**src/hdl/iidl_pkg.sv**
```systemverilog
package iidl_pkg;

  localparam int DEPTH  = 16;
  localparam int DATA_W = 32;
  localparam int CMD_W  = 2;
  localparam int POS_W  = 5;
  localparam int STAT_W = 2;
  localparam int CNT_W  = $clog2(DEPTH + 1);
  localparam int IDX_W  = $clog2(DEPTH);
  // common width for comparing position, count and cell index
  localparam int CMP_W  = (CNT_W > POS_W) ? CNT_W : POS_W;

  typedef enum logic [CMD_W-1:0] {
    CMD_APPEND = 2'd0,
    CMD_INSERT = 2'd1,
    CMD_DELETE = 2'd2,
    CMD_READ   = 2'd3
  } cmd_t;

  typedef enum logic [STAT_W-1:0] {
    ST_OK     = 2'd0,
    ST_BOUNDS = 2'd1,
    ST_FULL   = 2'd2
  } status_t;

  typedef struct packed {
    logic             ins;
    logic             del;
    logic [CMP_W-1:0] pos;
  } shift_ctrl_t;

endpackage

```
**src/hdl/iidl_cell.sv**
```systemverilog
module iidl_cell (
  input  logic                        clk,
  input  logic [iidl_pkg::IDX_W-1:0]  idx,
  input  iidl_pkg::shift_ctrl_t       ctrl,
  input  logic [iidl_pkg::DATA_W-1:0] data_in,
  input  logic [iidl_pkg::DATA_W-1:0] left,
  input  logic [iidl_pkg::DATA_W-1:0] right,
  output logic [iidl_pkg::DATA_W-1:0] value
);
  import iidl_pkg::*;

  logic [CMP_W-1:0]  idx_x;
  logic [DATA_W-1:0] value_next;

  assign idx_x = CMP_W'(idx);

  always_comb begin
    value_next = value;
    if (ctrl.ins) begin
      // insert: cells above the target take the lower neighbor
      if (idx_x > ctrl.pos) begin
        value_next = left;
      end else if (idx_x == ctrl.pos) begin
        value_next = data_in;
      end
    end else if (ctrl.del) begin
      if (idx_x >= ctrl.pos) begin
        value_next = right;
      end
    end
  end

  always_ff @(posedge clk) begin
    value <= value_next;
  end

endmodule

```
**src/hdl/indexed_insert_delete_list.sv**
```systemverilog
// Channel  Direction  Handshake               Fields
// in       input      in_valid / in_stall     command, position, data_in
// out      output     out_valid / out_stall   read_data, status, entry_count
//
// One command per cycle while in_stall is low; every cell of the chain shifts in the same cycle, and
// the result appears in the output register in the cycle after the input beat.
// rst clears the count and the output valid; cell contents are not reset.
// in_stall is high while a result beat is held by out_stall.
module indexed_insert_delete_list (
  input  logic                                clk,
  input  logic                                rst,
  input  logic                                in_valid,
  output logic                                in_stall,
  input  logic [iidl_pkg::CMD_W-1:0]          command,
  input  logic [iidl_pkg::POS_W-1:0]          position,
  input  logic signed [iidl_pkg::DATA_W-1:0]  data_in,
  output logic                                out_valid,
  input  logic                                out_stall,
  output logic signed [iidl_pkg::DATA_W-1:0]  read_data,
  output logic [iidl_pkg::STAT_W-1:0]         status,
  output logic [iidl_pkg::POS_W-1:0]          entry_count
);
  import iidl_pkg::*;

  logic [CNT_W-1:0]  fill_count;
  logic [CNT_W-1:0]  fill_count_next;
  logic [DATA_W-1:0] vals [DEPTH];
  shift_ctrl_t       ctrl;

  logic              accept;
  logic              full;
  logic [CMP_W-1:0]  pos_x;
  logic [CMP_W-1:0]  cnt_x;
  logic [CMP_W-1:0]  cnt_after_x;
  logic [DATA_W-1:0] rd_sel;
  logic [DATA_W-1:0] rd;
  status_t           st;
  logic              do_ins;
  logic              do_del;
  logic [CMP_W-1:0]  ins_pos;

  status_t           status_q;

  assign in_stall = out_valid && out_stall;
  assign accept   = in_valid && !in_stall;
  assign pos_x    = CMP_W'(position);
  assign cnt_x    = CMP_W'(fill_count);
  assign full     = (fill_count == CNT_W'(DEPTH));

  // one-hot select of the addressed cell
  always_comb begin
    rd_sel = '0;
    for (int i = 0; i < DEPTH; i++) begin
      if (pos_x == CMP_W'(i)) begin
        rd_sel = rd_sel | vals[i];
      end
    end
  end

  always_comb begin
    st      = ST_OK;
    do_ins  = 1'b0;
    do_del  = 1'b0;
    ins_pos = pos_x;
    rd      = '0;
    unique case (cmd_t'(command))
      CMD_APPEND: begin
        ins_pos = cnt_x;
        if (full) begin
          st = ST_FULL;
        end else begin
          do_ins = 1'b1;
        end
      end
      CMD_INSERT: begin
        if (pos_x > cnt_x) begin
          st = ST_BOUNDS;
        end else if (full) begin
          st = ST_FULL;
        end else begin
          do_ins = 1'b1;
        end
      end
      CMD_DELETE: begin
        if (pos_x >= cnt_x) begin
          st = ST_BOUNDS;
        end else begin
          do_del = 1'b1;
        end
      end
      CMD_READ: begin
        if (pos_x >= cnt_x) begin
          st = ST_BOUNDS;
          rd = '1;
        end else begin
          rd = rd_sel;
        end
      end
      default: ;
    endcase
  end

  assign ctrl.ins = accept && do_ins;
  assign ctrl.del = accept && do_del;
  assign ctrl.pos = ins_pos;

  always_comb begin
    fill_count_next = fill_count;
    if (ctrl.ins) begin
      fill_count_next = fill_count + CNT_W'(1);
    end else if (ctrl.del) begin
      fill_count_next = fill_count - CNT_W'(1);
    end
  end

  assign cnt_after_x = CMP_W'(fill_count_next);

  for (genvar g = 0; g < DEPTH; g++) begin : g_cell
    logic [DATA_W-1:0] left_v;
    logic [DATA_W-1:0] right_v;
    if (g == 0) begin : g_first
      assign left_v = data_in;
    end else begin : g_mid_l
      assign left_v = vals[g-1];
    end
    if (g == DEPTH - 1) begin : g_last
      assign right_v = vals[g];
    end else begin : g_mid_r
      assign right_v = vals[g+1];
    end
    iidl_cell u_cell (
      .clk     (clk),
      .idx     (IDX_W'(g)),
      .ctrl    (ctrl),
      .data_in (data_in),
      .left    (left_v),
      .right   (right_v),
      .value   (vals[g])
    );
  end

  always_ff @(posedge clk) begin
    if (rst) begin
      fill_count <= '0;
      out_valid  <= 1'b0;
    end else begin
      fill_count <= fill_count_next;
      if (accept) begin
        out_valid <= 1'b1;
      end else if (!out_stall) begin
        out_valid <= 1'b0;
      end
    end
  end

  always_ff @(posedge clk) begin
    if (accept) begin
      read_data   <= rd;
      status_q    <= st;
      entry_count <= cnt_after_x[POS_W-1:0];
    end
  end

  assign status = status_q;

  a_count_range: assert property (@(posedge clk) disable iff (rst)
    fill_count <= CNT_W'(DEPTH))
    else $error("fill count above capacity");

  a_count_match: assert property (@(posedge clk) disable iff (rst)
    out_valid |-> entry_count == cnt_x[POS_W-1:0])
    else $error("reported count differs from stored count");

  a_full_status: assert property (@(posedge clk) disable iff (rst)
    out_valid && status_q == ST_FULL |-> full)
    else $error("full status while not full");

  a_no_shift_stall: assert property (@(posedge clk) disable iff (rst)
    in_stall |-> !ctrl.ins && !ctrl.del)
    else $error("chain shifted while input stalled");

  a_append_grows: assert property (@(posedge clk) disable iff (rst)
    accept && cmd_t'(command) == CMD_APPEND && !full |=>
      fill_count == $past(fill_count) + CNT_W'(1))
    else $error("append did not grow the list");

endmodule
```
**config.mk**
```make
export PLATFORM = sky130hd
export DESIGN_NAME = indexed_insert_delete_list
export DESIGN_NICKNAME = d
export VERILOG_FILES = /design/src/hdl/iidl_pkg.sv /design/src/hdl/iidl_cell.sv /design/src/hdl/indexed_insert_delete_list.sv
export SDC_FILE = /design/constraint.sdc
export NUM_CORES = 1
export LEC_CHECK = 0
export ABC_AREA = 0
export BUFFER_PORTS_ARGS = -buffer_cell sky130_fd_sc_hd__buf_2
export CORE_MARGIN = 1.5
export CORE_UTILIZATION = 51
export CTS_CLUSTER_SIZE = 28
export DETAILED_ROUTE_END_ITERATION = 6
export HOLD_SLACK_MARGIN = 0.02
export PLACE_DENSITY = 0.67
export SYNTH_ARGS = -nofsm -noshare
export SYNTH_HDL_FRONTEND = slang
export SYNTH_SLANG_ARGS = --single-unit
```
**constraint.sdc**
```tcl
create_clock -name clk -period 9.4 [get_ports clk]
set_input_delay 0 -clock clk [delete_from_list [all_inputs] [get_ports clk]]
set_output_delay 0 -clock clk [all_outputs]
set_load 0.01 [all_outputs]
```
# Yosys cells after proc, flatten, opt, wreduce, memory -nomap -nowiden

Index checks and enable logic that the tools add are counted.

Output and inout port bits: 41
Word-level logic and storage cells: 271
Register bits: 557
Input port bits: 43

Muxes and demuxes: 108
Add/subtract/negate cells: 2
Bitwise logic cells: 15
Reductions and logical operators: 42
Eq/ne operators: 50
$lt $le $gt $ge: 33

Operators with widths:

| kind                                                                                | count |
|---|---|
| 32-bit 2-to-1 mux                                                                   | 94 |
| 32-bit bitwise OR                                                                   | 15 |
| 3-bit by 1-bit inequality test with 1-bit output (second input constant)            | 15 |
| 3-bit AND reduction                                                                 | 15 |
| 4-bit by 5-bit == test with 1-bit output (first input constant)                     | 8 |
| 5-bit by 4-bit == test with 1-bit output (second input constant)                    | 8 |
| 4-bit by 5-bit greater-than comparator with 1-bit output (first input constant)     | 8 |
| 4-bit by 5-bit greater-or-equal comparator with 1-bit output (first input constant) | 7 |
| 2-bit nonzero test                                                                  | 17 |
| 3-bit by 5-bit == test with 1-bit output (first input constant)                     | 4 |
| 5-bit by 3-bit == test with 1-bit output (second input constant)                    | 4 |
| 3-bit by 5-bit greater-or-equal comparator with 1-bit output (first input constant) | 4 |
| 3-bit by 5-bit greater-than comparator with 1-bit output (first input constant)     | 4 |
| 5-bit 2-to-1 mux                                                                    | 3 |
| 2-bit by 5-bit == test with 1-bit output (first input constant)                     | 2 |
| 5-bit by 2-bit == test with 1-bit output (second input constant)                    | 2 |
| 1-bit by 5-bit greater-or-equal comparator with 1-bit output (first input constant) | 2 |
| 2-bit by 5-bit greater-or-equal comparator with 1-bit output (first input constant) | 2 |
| 1-bit by 5-bit greater-than comparator with 1-bit output (first input constant)     | 2 |
| 2-bit by 5-bit greater-than comparator with 1-bit output (first input constant)     | 2 |
| 5-bit logical NOT                                                                   | 2 |
| 1-bit 2-to-1 mux                                                                    | 7 |
| 2-bit case mux with 3 select lines                                                  | 1 |
| 5-bit by 1-bit adder with 5-bit output (second input constant)                      | 1 |
| 16 further kinds                                                                    | 21 |

# Longest topological paths before layout

Gate-level depths: netlist of the first run.

Depth after elaboration: 33
Gate-level depth with buffers: 12
Depth with buffers taken out: 7

# Cells and area by module

A second synthesis of the first run with hierarchy kept.

Cell total of the unflattened synthesis: 3,895
Area, all modules: 36,108.4 sq um

Modules (own cells, without submodules):

| module                            | cells an instance | times used | seq. area each (sq um) | area an instance (sq um) |
|---|---|---|---|---|
| iidl_cell (g_cell[15].u_cell ...) | 203               | 10         | 960.9                  | 1,944.4 |
| iidl_cell (g_cell[0].u_cell ...)  | 202               | 6          | 960.9                  | 1,858.0 |
| indexed_insert_delete_list        | 653               | 1          | 1,291.2                | 5,516.5 |

# Worst setup path before layout of the first run

No wires, ideal clock.

Kind: register -> register
From: register out_valid
To: register g_cell[2].u_cell.value[0] (netlist bit) (enable)
Cell stages (with the launch flop): 7
Period minus slack after synthesis: 7.267 ns
Data required time: 8.939 ns
Path buffers: 1
Path slack: 2.133 ns
Setup time: 0.461 ns
Arrival time: 6.806 ns
Cells stage by stage: dfxtp_1 a21boi_0 nand2_1 a211oi_2 nor2_1 clkbuf_1 nor3_1

Word-level cells in the longest chain between the ends: 6
Elaborated cells between the ends (all ways): 9
Classes of those cells: eq/ne: 1; reduce/logical: 8

Ends and longest elaborated chain:

| item                                                                                                    | RTL line                                                             | text |
|---|---|---|
| start: declaration                                                                                      | indexed_insert_delete_list.sv:17                                     | `output logic out_valid,` |
| start signal: assignment                                                                                | indexed_insert_delete_list.sv:145                                    | `out_valid <= 1'b0;` |
| start signal: assignment                                                                                | indexed_insert_delete_list.sv:149                                    | `out_valid <= 1'b1;` |
| start signal: assignment                                                                                | indexed_insert_delete_list.sv:151                                    | `out_valid <= 1'b0;` |
| 1-bit logical AND (*)                                                                                   | indexed_insert_delete_list.sv:44                                     | `assign in_stall = out_valid && out_stall;` |
| 1-bit logical NOT (*)                                                                                   | indexed_insert_delete_list.sv:45                                     | `assign accept = in_valid && !in_stall;` |
| 1-bit logical AND (*)                                                                                   | indexed_insert_delete_list.sv:45                                     |  |
| net accept                                                                                              | indexed_insert_delete_list.sv:30                                     | `logic accept;` |
| 1-bit logical AND, on equally long branches                                                             | indexed_insert_delete_list.sv:103, indexed_insert_delete_list.sv:104 |  |
| 3-bit by 1-bit inequality test with 1-bit output (no source line) or 2-bit nonzero test (tied branches) | -                                                                    |  |
| 3-bit AND reduction (no source line) (*)                                                                | -                                                                    |  |
| end signal: assignment                                                                                  | iidl_cell.sv:34                                                      | `value <= value_next;` |
| end: declaration                                                                                        | iidl_cell.sv:8                                                       | `output logic [iidl_pkg::DATA_W-1:0] value` |

The timed path passes the listed nets; every way through them passes the cells marked *.
A chain may end at the register's enable or synchronous reset.

# Final worst setup path of the first run

From: register fill_count[2], in the netlist cnt_x[2]
To: register g_cell[5].u_cell.value[25] (netlist bit), data pin

Word-level cells in the longest chain between the ends: 6
Elaborated cells between the ends (all ways): 10
Classes of those cells: order compare: 2; eq/ne: 1; mux: 6; reduce/logical: 1

Ends and longest elaborated chain:

| item                                                                                  | RTL line                          | text |
|---|---|---|
| start: declaration                                                                    | indexed_insert_delete_list.sv:25  | `logic [CNT_W-1:0] fill_count;` |
| start signal: assignment                                                              | indexed_insert_delete_list.sv:147 | `fill_count <= fill_count_next;` |
| parallel branches: the longest is 5 deep, another holds 5-bit greater-than comparator | -                                 |  |
| 32-bit 2-to-1 mux (*)                                                                 | iidl_cell.sv:19                   | `if (ctrl.ins) begin` |
| net g_cell[5].u_cell.value_next[25]                                                   | iidl_cell.sv:13                   | `logic [DATA_W-1:0] value_next;` |
| end signal: assignment                                                                | iidl_cell.sv:34                   |  |
| end: declaration                                                                      | iidl_cell.sv:8                    |  |

Mark *: on every way through the listed nets, which the timed path passes.

==> reports/qor.txt, run 1 <==
DR iter-0 viols -> 4027
GRT Overall Usage -> 34.7%
Main combinational cell family by area after synthesis -> compound AO/OA/AOI/OAI gates
Main flop type after synthesis -> edfxtp_1
Post-synthesis async set-or-reset flop share -> 0%
Sink Count -> 557
Final Cycle Share -> 53.9%
Reg2Reg Depth -> 8
Vias in the first global route -> 23.9k
R2r setup slk -> 4340 ps
Average size of a mapped cell -> 10.6 um^2
Complex-gate fraction of the synthesized area -> 15.0%
RSZ-0062 raised after global routing -> false
Max_cap viols -> 0
Post-Route WL -> 111000 um
Via density -> 6.85
CTS tree -> yes
CTS Buf Count -> 60
Final core utilization -> 56.7%
YS warnings -> 0
Sequential cell area fraction in the yosys report -> 53.9%
PwrDens -> 177 mW/mm^2
Post-synthesis mux area share -> 14.8%
Pre-CTS WS -> 4510 ps
Worst-path maximum fanout -> 135
Status -> complete, no violations
Worst hold start -> command[0]
Setup Fix Bufs, Post-CTS -> 0
XOR/XNOR Fraction of Synth Area -> 0.0283%
Worst skew pair latency -> 650 ps
TritonRoute pass-1 iters -> 6
Slew margin rel. -> 23.1%
Clock Tree Root -> clkbuf_16
Initial core utilization -> 51.4%
Post-cts resize count -> 0
Post-route cell area -> 0.0341 mm^2
Port bufs -> 83
Die height -> 249 um
Die W -> 249 um
#FFs+latches synth -> 557
First-pass GRT wire length -> 160000 um
R2R Path Start -> cnt_x[2]
Fill cell count -> 5056
Reg-to-Reg End -> g_cell[5].u_cell.value[25]
I/O pin count -> 84
Final Wtd Congestion -> 0.895
Mapped Area -> 0.0309 mm^2
Multi-input logic area -> 0.0134 mm^2
Largest net degree at the start of global routing -> 307
Net Count, Synth -> 2956
EDFF count, synth -> 551
Dpl cell area -> 0.0319 mm^2
Simple-gate share of the synthesized area -> 12.1%
Hold path endpoint -> status[0]
Crit path required time -> 9730 ps
Max Clock Freq -> 0.197 GHz
Layout cells sized above 1 -> 10.5%
Hold Path Cell Cnt -> 4
Distinct cells, synth -> 56
Crit path kind -> flip-flop to flip-flop
Synth top cells by count -> 594 x nand2_1, 551 x edfxtp_1, 419 x mux2i_1, 389 x o21ai_0, 177 x clkbuf_1
Post-detail-place hpwl -> 56700 um
Cell Rows -> 90
Die Footprint -> 0.0621 mm^2
Clock skew -> 25.5 ps
Avg WL per Cell -> 29.9 um
Clk buf depth -> 3
Clock Pin Slew Worst Setup and Hold Paths -> 60 ps
Core area -> 0.0601 mm^2
Initial antenna violation count -> 4
Cell leakage power -> 13.7 nW
Top post-synthesis cells by area -> edfxtp_1 54%, mux2i_1 14%, nand2_1 7.2%
Data arrival, critical path -> 5390 ps
Synthesized-area fraction occupied by adder cells -> 0.283%
Top-count cell post-synth -> nand2_1
Slew @ Worst Pin -> 1150 ps
Final min period -> 5060 ps
Worst VDD drop -> 0.000141 V
Total global routing overflow -> 0
Residual DRC -> 0
Setup TNS -> 0 ps
Slack of the critical path -> 4340 ps
HP Class -> input pin to flip-flop
Total count of hold-check failures in the final report -> 0
Final nets -> 2922
Crit end category -> flip-flop
Max-slew violation count -> 0
Post-synth top area share -> 53.5%
Antenna Nets Post-Route -> 0
Setup violations, final -> 0
Startpoint types -> flip-flop
Vias -> 25.4k
Post-synth top area cell -> edfxtp_1
CTS H-tree depth -> 2
Post-Syn Instances -> 2906
Area Overhead vs Synth -> 10.3%
Register area -> 0.0167 mm^2
## report_power, final
part | internal, mW | switching (mW) | total (mW)
Combinational | 0.273 | 0.573 | 0.846
Sequential | 2.85 | 0.0594 | 2.91
Clock | 1.25 | 1.01 | 2.27
Total | 4.38 | 1.65 | 6.02
## worst max-delay path by stage
stage	start	end	depth (start not counted)
2_1_floorplan	out_valid	g_cell[2].u_cell.value[0]	6
3_3_place_gp	cnt_x[2]	g_cell[13].u_cell.value[24]	8
3_5_place_dp	cnt_x[2]	g_cell[5].u_cell.value[25]	8
4_1_cts	cnt_x[2]	g_cell[11].u_cell.value[21]	8
5_1_grt	cnt_x[2]	g_cell[10].u_cell.value[22]	8
6_report	cnt_x[2]	g_cell[5].u_cell.value[25]	8
## kinds of logic after synthesis
group,Yosys count
compound gates,747
xor+xnor,1
fa+ha+maj,7
buf+inv,278
flops,557
mux,453
simple gates,863
## cell type report
class | count | area share [%]
sequential | 557 | 48.9
timing repair buffer | 175 | 3.55
multi-input combinational | 2071 | 39.3
clock inverter | 26 | 0.543
tap | 782 | 2.87
inverter | 7 | 0.0770
clock buffer | 80 | 4.75
antenna | 3 | 0.0220
## flip-flops by register name, indices dropped and copies added, names as in the netlist
signal,count
g_cell.u_cell.value,512
entry_count,5
cnt_x,5
read_data,32
status,2
out_valid,1
## layer usage
| metal | up-vias | share of wire, % | global-route usage, % |
|---|---|---|---|
| li1 | 10804 | - | - |
| met1 | 12152 | 37 | 48.5 |
| met2 | 2008 | 44 | 52.5 |
| met3 | 398 | 14 | 7.32 |
| met4 | 2 | 4.7 | 14.8 |
| met5 | - | 0.0063 | 0 |
## layout by cell type, fill, tap and decap left out, types with 4 or more instances in the layout
cell type | Yosys | layout
nand2_1 | 594 | 592
edfxtp_1 | 551 | 551
mux2i_1 | 419 | 419
o21ai_0 | 389 | 389
and3_1 | 145 | 145
a22oi_1 | 139 | 139
buf_2 | 81 | 83
clkbuf_16 | 0 | 62
a31oi_1 | 57 | 57
buf_4 | 7 | 54
nor2_1 | 58 | 44
dlygate4sd3_1 | 0 | 37
o21ai_1 | 34 | 34
mux2_2 | 34 | 34
a2111oi_0 | 31 | 31
a22o_1 | 26 | 26
a221oi_1 | 25 | 25
clkbuf_1 | 177 | 18
nand3_1 | 17 | 15
nor2_4 | 0 | 14
nor2b_4 | 0 | 11
clkinv_1 | 0 | 11
clkinv_2 | 0 | 9
inv_1 | 7 | 7
nor3_1 | 12 | 7
o31a_1 | 8 | 7
ha_1 | 7 | 7
dfxtp_1 | 6 | 6
a21oi_1 | 6 | 5
nor3_2 | 0 | 5
o211ai_1 | 4 | 4
and2_1 | 6 | 4
a32oi_1 | 4 | 4
## what timing repair did
action | in CTS | in global routing
hold buffers | 37 | 0
endpoints found under the hold margin | 509 | 0
endpoints found under the setup margin | 0 | 0
## per-stage QoR
step / std cells / hold slack (ps) / power [mW]
after floorplan: 2906 / 69.1 / 3.46
after global placement: 3555 / 233 / 3.74
after detailed placement: 3555 / 240 / 3.76
after CTS: 3698 / 101 / 5.99
after global routing: 3700 / 168 / 6.16
final: 3701 / 119 / 6.02
## worst max-delay path: stages, from the launching register on
cell and delay [ps]:
dfxtp_1 590, inv_1 180, ha_1 340, nand4_1 170, o221ai_1 520, a211o_4 810, buf_4 760, buf_4 970
o21ai_0 280
Note: power is estimated with default switching activity, not from simulation.
==> run 2: changes to the inputs <==
--- a/config.mk
+++ b/config.mk
@@ -12,7 +12,7 @@
 export CTS_CLUSTER_SIZE = 28
 export DETAILED_ROUTE_END_ITERATION = 6
 export HOLD_SLACK_MARGIN = 0.02
-export PLACE_DENSITY = 0.67
+export PLACE_DENSITY = 0.7
 export SYNTH_ARGS = -nofsm -noshare
 export SYNTH_HDL_FRONTEND = slang
 export SYNTH_SLANG_ARGS = --single-unit
==> constraint.sdc (replaced) <==
create_clock -name clk -period 4.1 [get_ports clk]
set_input_delay 0 -clock clk [delete_from_list [all_inputs] [get_ports clk]]
set_output_delay 0 -clock clk [all_outputs]
set_load 0.01 [all_outputs]
==> run 2 against run 1 <==
Wire length fell by 3.4%; global-route usage fell by 1.1 points; largest cell class unchanged; largest power group unchanged; sequential share of layout area fell by 0.68 points; setup slack got worse by 4000 ps.
==> reports/qor.txt, run 2 (same netlist as run 1, synthesis figures left out) <==
Via density -> 6.81 (was 6.85)
Switching power -> 3.83 mW (was 1.65 mW)
Total power -> 13.9 mW (was 6.02 mW)
CP max stage cell -> buf_4 (unchanged)
First-pass GRT wire length -> 157000 um (was 160000 um)
Worst skew pair latency -> 660 ps (was 650 ps)
Sequential share of power -> 47.8% (was 48.3%)
Clock skew -> 34.4 ps (was 25.5 ps)
Clock Pin Slew Worst Setup and Hold Paths -> 60 ps (about the same)
Critical path buffers and inverters -> 3 (unchanged)
Post-cts resize count -> 0 (unchanged)
HP Class -> input pin to flip-flop (unchanged)
Status -> complete, no violations (unchanged)
Crit path required time -> 4440 ps (was 9730 ps)
Largest stage delay, worst path -> 620 ps (was 970 ps)
Internal Power -> 10.1 mW (was 4.38 mW)
PwrDens -> 403 mW/mm^2 (was 177 mW/mm^2)
Final nets -> 2960 (was 2922)
Placed cells -> 3593 (was 3555)
Max Clock Freq -> 0.263 GHz (was 0.197 GHz)
Total count of hold-check failures in the final report -> 0 (unchanged)
Port bufs -> 83 (unchanged)
CP most frequent cell -> buf_4 (unchanged)
Core area -> 0.0601 mm^2 (unchanged)
CTS Buf Count -> 60 (unchanged)
Vias in the first global route -> 24.1k (was 23.9k)
Antenna Nets Post-Route -> 0 (unchanged)
Residual DRC -> 0 (unchanged)
Startpoint types -> flip-flop (unchanged)
Setup violations, final -> 0 (unchanged)
Post-Route WL -> 107000 um (was 111000 um)
Initial antenna violation count -> 0 (was 4)
Clk buf depth -> 3 (unchanged)
DR iter-0 viols -> 3787 (was 4027)
Crit end category -> flip-flop (unchanged)
Final min period -> 3810 ps (was 5060 ps)
RSZ-0062 raised after global routing -> false (unchanged)
Worst VDD drop -> 0.000324 V (was 0.000141 V)
Post-detail-place hpwl -> 60200 um (was 56700 um)
Post-route cell area -> 0.0346 mm^2 (was 0.0341 mm^2)
Crit path kind -> flip-flop to flip-flop (unchanged)
Max reg flops -> 512 (unchanged)
Max_cap viols -> 0 (unchanged)
Sink Count -> 557 (unchanged)
Setup Fix Bufs, Post-CTS -> 0 (unchanged)
Largest registers -> g_cell.u_cell.value x512, read_data x32 (unchanged)
Worst-path maximum fanout -> 52 (was 135)
I/O pin count -> 84 (unchanged)
Layout cells sized above 1 -> 12.0% (was 10.5%)
Setup TNS -> 0 ps (unchanged)
Hold Buf Count CTS -> 37 (unchanged)
CTS H-tree depth -> 2 (unchanged)
Cell leakage power -> 14.0 nW (was 13.7 nW)
Cell Rows -> 90 (unchanged)
Clock share of power -> 38.3% (was 37.7%)
Die Footprint -> 0.0621 mm^2 (unchanged)
Final Wtd Congestion -> 0.903 (was 0.895)
CP Cell Sequence -> inv_1 > ha_1 > a21oi_1 > o221ai_1 > a211oi_4 > buf_4 > buf_4 > a31oi_1 (was inv_1 > ha_1 > nand4_1 > o221ai_1 > a211o_4 > buf_4 > buf_4 > o21ai_0)
Die height -> 249 um (unchanged)
Combinational fraction of design power -> 13.9% (was 14.0%)
Vias -> 25.5k (was 25.4k)
Leading cell type in the layout, fill and taps excluded -> nand2_1 (unchanged)
Largest net degree at the start of global routing -> 169 (was 307)
CTS tree -> yes (unchanged)
Final Cycle Share -> 92.9% (was 53.9%)
GRT Overall Usage -> 33.6% (was 34.7%)
Most frequent cells in the layout -> 592 x nand2_1, 551 x edfxtp_1, 419 x mux2i_1 (unchanged)
Initial core utilization -> 51.4% (unchanged)
Max-slew violation count -> 0 (unchanged)
Sw frac -> 27.5% (was 27.3%)
TritonRoute pass-1 iters -> 6 (unchanged)
Slew margin rel. -> 23.2% (was 23.1%)
Dpl cell area -> 0.0323 mm^2 (was 0.0319 mm^2)
Non-Filler Instances -> 3745 (was 3701)
Total global routing overflow -> 0 (unchanged)
Die W -> 249 um (unchanged)
Delay-heaviest family, CP -> buffers and inverters (unchanged)
Data arrival, critical path -> 4150 ps (was 5390 ps)
Area Overhead vs Synth -> 11.9% (was 10.3%)
Clock Tree Root -> clkbuf_16 (unchanged)
Biggest register -> g_cell.u_cell.value (unchanged)
Slew @ Worst Pin -> 1140 ps (was 1150 ps)
Avg WL per Cell -> 28.5 um (was 29.9 um)
run 2: tightest hold or removal path, cell delays in order:
cell and delay [ps]:
buf_2 180, o21a_1 210, nor2_1 120, nor2_1 50
run 2: cell type report:
class	instances	area, um^2
multi-input cells	2071	13400
repair buffers	213	1630
clock buffers	66	1520
fillers	5047	25500
inverters	7	26.3
well taps	782	978
flip-flops and latches	557	16700
clock inverters	48	355
diodes	1	2.50
run 2: through the flow:
stage / worst slack [ps] / hold WS [ps] / utilization (%)
6_report: 292 / 82.8 / 57.5
2_1_floorplan: -412 / 69.1 / -
3_5_place_dp: 429 / 253 / 53.8
5_1_grt: 98.7 / 99.3 / 57.5
4_1_cts: 415 / 50.8 / 57.5
3_3_place_gp: 536 / 229 / 53.8
run 2: metal layers:
layer  wire length (um)  share of wire, %  vias up  track usage (%)
li1                   -                 -    10895                -
met1              39900                37    12192             46.3
met2              46900                44     2004             50.7
met3              14900                14      401             8.15
met4               5180               4.9        0             14.2
met5                  0                 0        -                0
run 2: path summary, 6_finish.rpt:
kind                                                   from                     endpoint  slack, ps  depth (start not counted)
worst max-delay path                               cnt_x[2]   g_cell[8].u_cell.value[21]        290                          8
worst min-delay path                             command[0]                    status[0]         80                          4
worst max register to register                     cnt_x[2]   g_cell[8].u_cell.value[21]        290                          8
worst min register to register  g_cell[15].u_cell.value[19]  g_cell[14].u_cell.value[19]        560                          2
run 2: power groups by stage:
stage | combinational [mW] | sequential [mW] | clock, mW
after floorplan | 1.19 | 6.75 | 0
after global placement | 1.79 | 6.77 | 0
after detailed placement | 1.84 | 6.78 | 0
after CTS | 1.87 | 6.66 | 5.38
after global routing | 2.04 | 6.68 | 5.57
final | 1.93 | 6.66 | 5.34
